$ cat config.mk
export PLATFORM = sky130hd
export DESIGN_NAME = skts_cell
export DESIGN_NICKNAME = d
export VERILOG_FILES = /design/src/rtl/skts_pkg.sv /design/src/rtl/skts_cell.sv
export SDC_FILE = /design/constraint.sdc
export NUM_CORES = 1
export LEC_CHECK = 0
export BUFFER_PORTS_ARGS = -buffer_cell sky130_fd_sc_hd__buf_2
export CAP_MARGIN = 5
export CORE_UTILIZATION = 40
export DETAILED_ROUTE_END_ITERATION = 7
export PLACE_DENSITY = 0.81
export SLEW_MARGIN = 20
export SYNTH_ARGS = -nofsm -noshare
export SYNTH_HDL_FRONTEND = slang
export SYNTH_SLANG_ARGS = --single-unit
$ cat constraint.sdc
create_clock -name clk -period 4.6 [get_ports clk]
set_input_delay 1.15 -clock clk [delete_from_list [all_inputs] [get_ports clk]]
set_output_delay 1.15 -clock clk [all_outputs]
set_load 0.01 [all_outputs]
$ cat src/rtl/skts_pkg.sv
// ----------------------------------------------------------------------------
// skts_pkg
// Shared types and constants for the sorted key table search block.
// ----------------------------------------------------------------------------
package skts_pkg;

	localparam int TABLE_DEPTH_DEF = 128;
	localparam int KEY_W           = 31;
	localparam int PAY_W           = 31;
	localparam int STATUS_W        = 3;
	localparam int HELD_W          = 8;

	typedef enum logic {
		OP_INSERT = 1'b0,
		OP_SEARCH = 1'b1
	} opcode_t;

	typedef enum logic [STATUS_W-1:0] {
		ST_INSERTED  = 3'd0,
		ST_DUPLICATE = 3'd1,
		ST_FULL      = 3'd2,
		ST_FOUND     = 3'd3,
		ST_MISSING   = 3'd4
	} status_t;

	// contents of one table cell
	typedef struct packed {
		logic             valid;
		logic [KEY_W-1:0] key;
		logic [PAY_W-1:0] payload;
	} cell_t;

	// broadcast from the controller to every cell
	typedef struct packed {
		logic             ins_en;
		logic [KEY_W-1:0] key;
		logic [PAY_W-1:0] payload;
	} cell_cmd_t;

	// compare results a cell reports
	typedef struct packed {
		logic lt;
		logic eq;
	} cell_flags_t;

endpackage

$ cat src/rtl/skts_cell.sv
// ----------------------------------------------------------------------------
// skts_cell
// One slot of the sorted table. Compares its key with the broadcast key and,
// on insert, either keeps its record, takes the new one, or takes its lower
// neighbor's record (shift up by one).
// ----------------------------------------------------------------------------
module skts_cell (
	input  logic                  clk,
	input  logic                  arst_n,
	input  skts_pkg::cell_cmd_t   cmd,
	input  skts_pkg::cell_t       prev,
	input  logic                  prev_lt,
	output skts_pkg::cell_t       cur,
	output skts_pkg::cell_flags_t flags
);

	logic                       valid_q;
	logic [skts_pkg::KEY_W-1:0] key_q;
	logic [skts_pkg::PAY_W-1:0] payload_q;
	logic                       move;

	assign flags.lt = valid_q && (key_q < cmd.key);
	assign flags.eq = valid_q && (key_q == cmd.key);
	assign move     = cmd.ins_en && !flags.lt;
	assign cur      = '{valid: valid_q, key: key_q, payload: payload_q};

	always_ff @(posedge clk or negedge arst_n) begin
		if (!arst_n) begin
			valid_q <= 1'b0;
		end else if (move) begin
			valid_q <= prev_lt ? 1'b1 : prev.valid;
		end
	end

	always_ff @(posedge clk) begin
		if (move) begin
			if (prev_lt) begin
				key_q     <= cmd.key;
				payload_q <= cmd.payload;
			end else begin
				key_q     <= prev.key;
				payload_q <= prev.payload;
			end
		end
	end

endmodule

=== Word level (Yosys, flattened, before mapping) ===
Index checks and enable logic that the tools add are counted.

* Word-level logic and storage cells: 12
* Bits in registers: 63
* Input port bits: 129

* Equal/unequal tests: 1
* Mux-type cells: 3
* Reduce and logical (&&, ||, !) cells: 4
* $lt $le $gt $ge: 1

{| class="wikitable"
|+ Operators by type and width
! cell !! number
|-
| 31-bit 2-to-1 mux || 2
|-
| 31-bit == test || 1
|-
| 31-bit less-than comparator || 1
|-
| 1-bit logical AND || 3
|-
| 1-bit zero test || 1
|-
| 1-bit 2-to-1 mux || 1
|}

=== Longest topological paths before layout ===
* Depth in word-level cells: 4
* Mapped depth: 8
* Mapped depth without buffers: 8

=== Worst setup path before layout ===
Ideal clock, no wire load.

* Path kind: input -> register
* From: input port cmd[60] (netlist bit)
* To: register key_q[0] (netlist bit) (enable)
* Required time: 4.174 ns
* Setup time: 0.426 ns
* Cell stages on the path: 8
* Data arrival time: 4.075 ns
* Buffers on the path: 0
* Path slack: 0.099 ns
* Cells stage by stage: inv_1 ha_1 nand4_2 or4_4 or2_1 a21oi_2 or3b_4 and2_1

* Word-level cells in the longest chain between the ends: 4

{| class="wikitable"
|+ Ends and longest elaborated chain
! element !! line !! source
|-
| start, declared || skts_cell.sv:10 || <nowiki>input skts_pkg::cell_cmd_t cmd,</nowiki>
|-
| 31-bit less-than comparator || skts_cell.sv:22 || <nowiki>assign flags.lt = valid_q && (key_q < cmd.key);</nowiki>
|-
| 1-bit logical AND || skts_cell.sv:22 ||
|-
| 1-bit zero test || skts_cell.sv:24 || <nowiki>assign move = cmd.ins_en && !flags.lt;</nowiki>
|-
| 1-bit logical AND || skts_cell.sv:24 ||
|-
| via move || skts_cell.sv:20 || <nowiki>logic move;</nowiki>
|-
| end signal, assigned || skts_cell.sv:38 || <nowiki>key_q <= cmd.key;</nowiki>
|-
| end signal, assigned || skts_cell.sv:41 || <nowiki>key_q <= prev.key;</nowiki>
|-
| end, declared || skts_cell.sv:18 || <nowiki>logic [skts_pkg::KEY_W-1:0] key_q;</nowiki>
|}

The timed path passes the listed nets, and every way through them passes these cells.
A chain may end at the register's enable or synchronous reset.

==> flow_summary.json <==
{
  "cts_tree": "done",
  "syn_inst": 252,
  "crit_arrival_ns": 3.11,
  "ant_nets": 0,
  "setup_tns_ns": 0,
  "port_buffers": 193,
  "io_pins": 194,
  "hold_buffers": 0,
  "gp_congestion": 0.804,
  "p_comb_share_pct": 19.3,
  "outcome": "complete, no violations",
  "grt_use_total_pct": 17.9,
  "layout.nets": 611,
  "coreArea_um2": 8300,
  "ctsRootBufferMaster": "clkbuf_8",
  "dp_hpwl_um": 6360,
  "drive_above_1_share_pct": 61.2,
  "post_cts_buffers": 0,
  "swShare_pct": 25.4,
  "ir_drop_v": 0.000217,
  "p_leak_nw": 2.23,
  "die_h_um": 95.1,
  "dieArea_um2": 9040,
  "synth_top_cell_by_area": "edfxtp_1",
  "grt_antenna_before_repair": 0,
  "ys_ff_latch": 63,
  "seqPwrFrac_pct": 46.5,
  "wirelength_um": 8100,
  "critPathLaunchType": "input port",
  "rsz0062_at_grt": "no",
  "via_per_inst": 4.86,
  "ys_warn_count": 0,
  "grt_pass1_vias": 2773,
  "grt_pass1_wl_um": 12200,
  "grt_overflow": 0,
  "fmax_ghz": 0.235,
  "cts_buffers": 9,
  "holdWs_ns": 0.592,
  "clk_path_buf_depth": 2,
  "worstSetupEndpointType": "output port",
  "critical_path_class": "in2out",
  "power.share.clock_pct": 34.2,
  "syn_avg_cell_area_um2": 13.7,
  "synth_cell_types": 33,
  "start_util_pct": 41.7,
  "cts-resized-gates": 0,
  "drc": 0,
  "wl_per_cell_um": 14.4,
  "synth-edff-count": 62,
  "drtPass1Iterations": 4,
  "fin_crit_ns": 4.26,
  "rows": 33,
  "die_x_um": 95.1,
  "hp-class": "in2async",
  "switchingPower_mw": 0.390,
  "mappedNetlistArea_um2": 3460,
  "synth.area.top_cells": "edfxtp_1 (54%), mux2_2 (20%), ha_1 (11%)",
  "synth.yosys.seq_area_share_pct": 54.5,
  "cp_max_fo": 3,
  "ys.flop_type": "edfxtp_1",
  "area_growth_syn_to_layout_pct": 37.5,
  "clk_pin_slew_ns": 0.06,
  "clkLatencyLatePin_ns": 0.33,
  "fillerInstances": 721,
  "syn-num-nets": 412,
  "worst_pin_slew_ns": 0.713,
  "fin_skew_ns": 0.0150,
  "slew_headroom_pct": 52.5,
  "synth_commonest_cells": "edfxtp_1 (62), mux2_2 (62), inv_1 (34)",
  "cp_data_required_time_ns": 3.45,
  "antennaDiodeCount": 0,
  "cap_violations": 0,
  "cts_sinks": 63,
  "hold_violations": 0,
  "htreeDepth": 3,
  "grt_start_max_net_pins": 38,
  "fin_crit_sh_pct": 92.7,
  "power.density_nw_per_um2": 323,
  "synth_async_sr_flop_share_pct": 1.59,
  "synth_top_area_share_pct": 53.7,
  "finalSetupViolCount": 0,
  "finalMaxSlewViolations": 0,
  "p_int_mw": 1.15,
  "vias": 2724,
  "drt_iter0_drc": 59
}
critical path, stage by stage:
cell     delay [ns]
buf_2          0.09
inv_1          0.04
ha_1           0.32
nand4_2        0.15
or4_4          0.55
or2_1          0.27
nor4_1         0.36
buf_2          0.20
routing by layer:
| layer | vias up | share of wire [%] | GRT usage, % | wire, um |
|---|---|---|---|---|
| met4 | 0 | 1.3 | 5.93 | 102 |
| met3 | 10 | 6.5 | 5.90 | 526 |
| met2 | 120 | 52 | 32.1 | 4240 |
| met5 | - | 0 | 0 | 0 |
| met1 | 1261 | 40 | 19.9 | 3230 |
| li1 | 1333 | - | - | - |
stage by stage:
stage	util, %	setup slack, ns	power [mW]	instances	cell area, um2
after global routing	57.4	0.234	1.62	561	4760
final	57.4	0.338	1.54	561	4760
after detailed placement	54.8	0.365	1.03	545	4550
after global placement	54.8	0.403	1.02	545	4550
after CTS	57.4	0.359	1.55	561	4760
after floorplan	-	0.0987	0.891	252	3460
final timing paths:
path | from | endpoint | slack [ns] | cells after the start
hold reg to reg | valid_q | valid_q | 0.66 | 2
min in group clk | valid_q | valid_q | 0.66 | 2
hold / removal | arst_n | valid_q | 0.59 | 1
setup reg to reg | key_q[29] | key_q[29] | 1.65 | 8
setup / recovery | cmd[60] | flags[0] | 0.34 | 8
max in group asynchronous | arst_n | valid_q | 3.92 | 1
cell type report:
| type | instances | area, um2 | share of cell area, % |
|---|---|---|---|
| inverters | 35 | 131 | 2.76 |
| clock inverters | 6 | 85.1 | 1.79 |
| flip-flops and latches | 63 | 1890 | 39.6 |
| well taps | 105 | 131 | 2.76 |
| clock buffers | 10 | 128 | 2.68 |
| repair buffers | 196 | 988 | 20.7 |
| multi-input cells | 146 | 1410 | 29.7 |
cell families after synthesis:
family / count (synthesis) / synth area share [%]
adder cells (fa/ha/maj): 31 / 11.2
AO/OA/AOI/OAI: 25 / 4.48
multiplexers: 62 / 20.2
buffers and inverters: 43 / 4.77
AND/OR/NAND/NOR: 28 / 4.95
flip-flops: 63 / 54.5
placed cells by master, fill, tap and decap left out, drive strengths merged, types with 2 or more instances in the layout:
| cell type | n |
|---|---|
| nor3 | 2 |
| inv | 34 |
| o211ai | 2 |
| nand2 | 5 |
| nor2 | 3 |
| and4 | 2 |
| nand3 | 4 |
| nand4 | 4 |
| mux2 | 62 |
| a21o | 2 |
| a21oi | 12 |
| clkinv | 4 |
| o21ai | 5 |
| nor2b | 2 |
| edfxtp | 62 |
| clkbuf | 10 |
| ha | 31 |
| buf | 196 |
| bufinv | 2 |
power groups by stage:
stage                     combinational, mW  sequential, mW  clock [mW]
final                                 0.297           0.715       0.526
after global routing                  0.331           0.720       0.565
after CTS                             0.302           0.715       0.536
after detailed placement              0.301           0.727           0
after global placement                0.290           0.725           0
after floorplan                       0.137           0.754           0
flip-flops by register name (all words and copies together) (netlist names):
signal	count
valid_q	1
payload_q	31
key_q	31
Note: power is estimated with default switching activity, not from simulation.
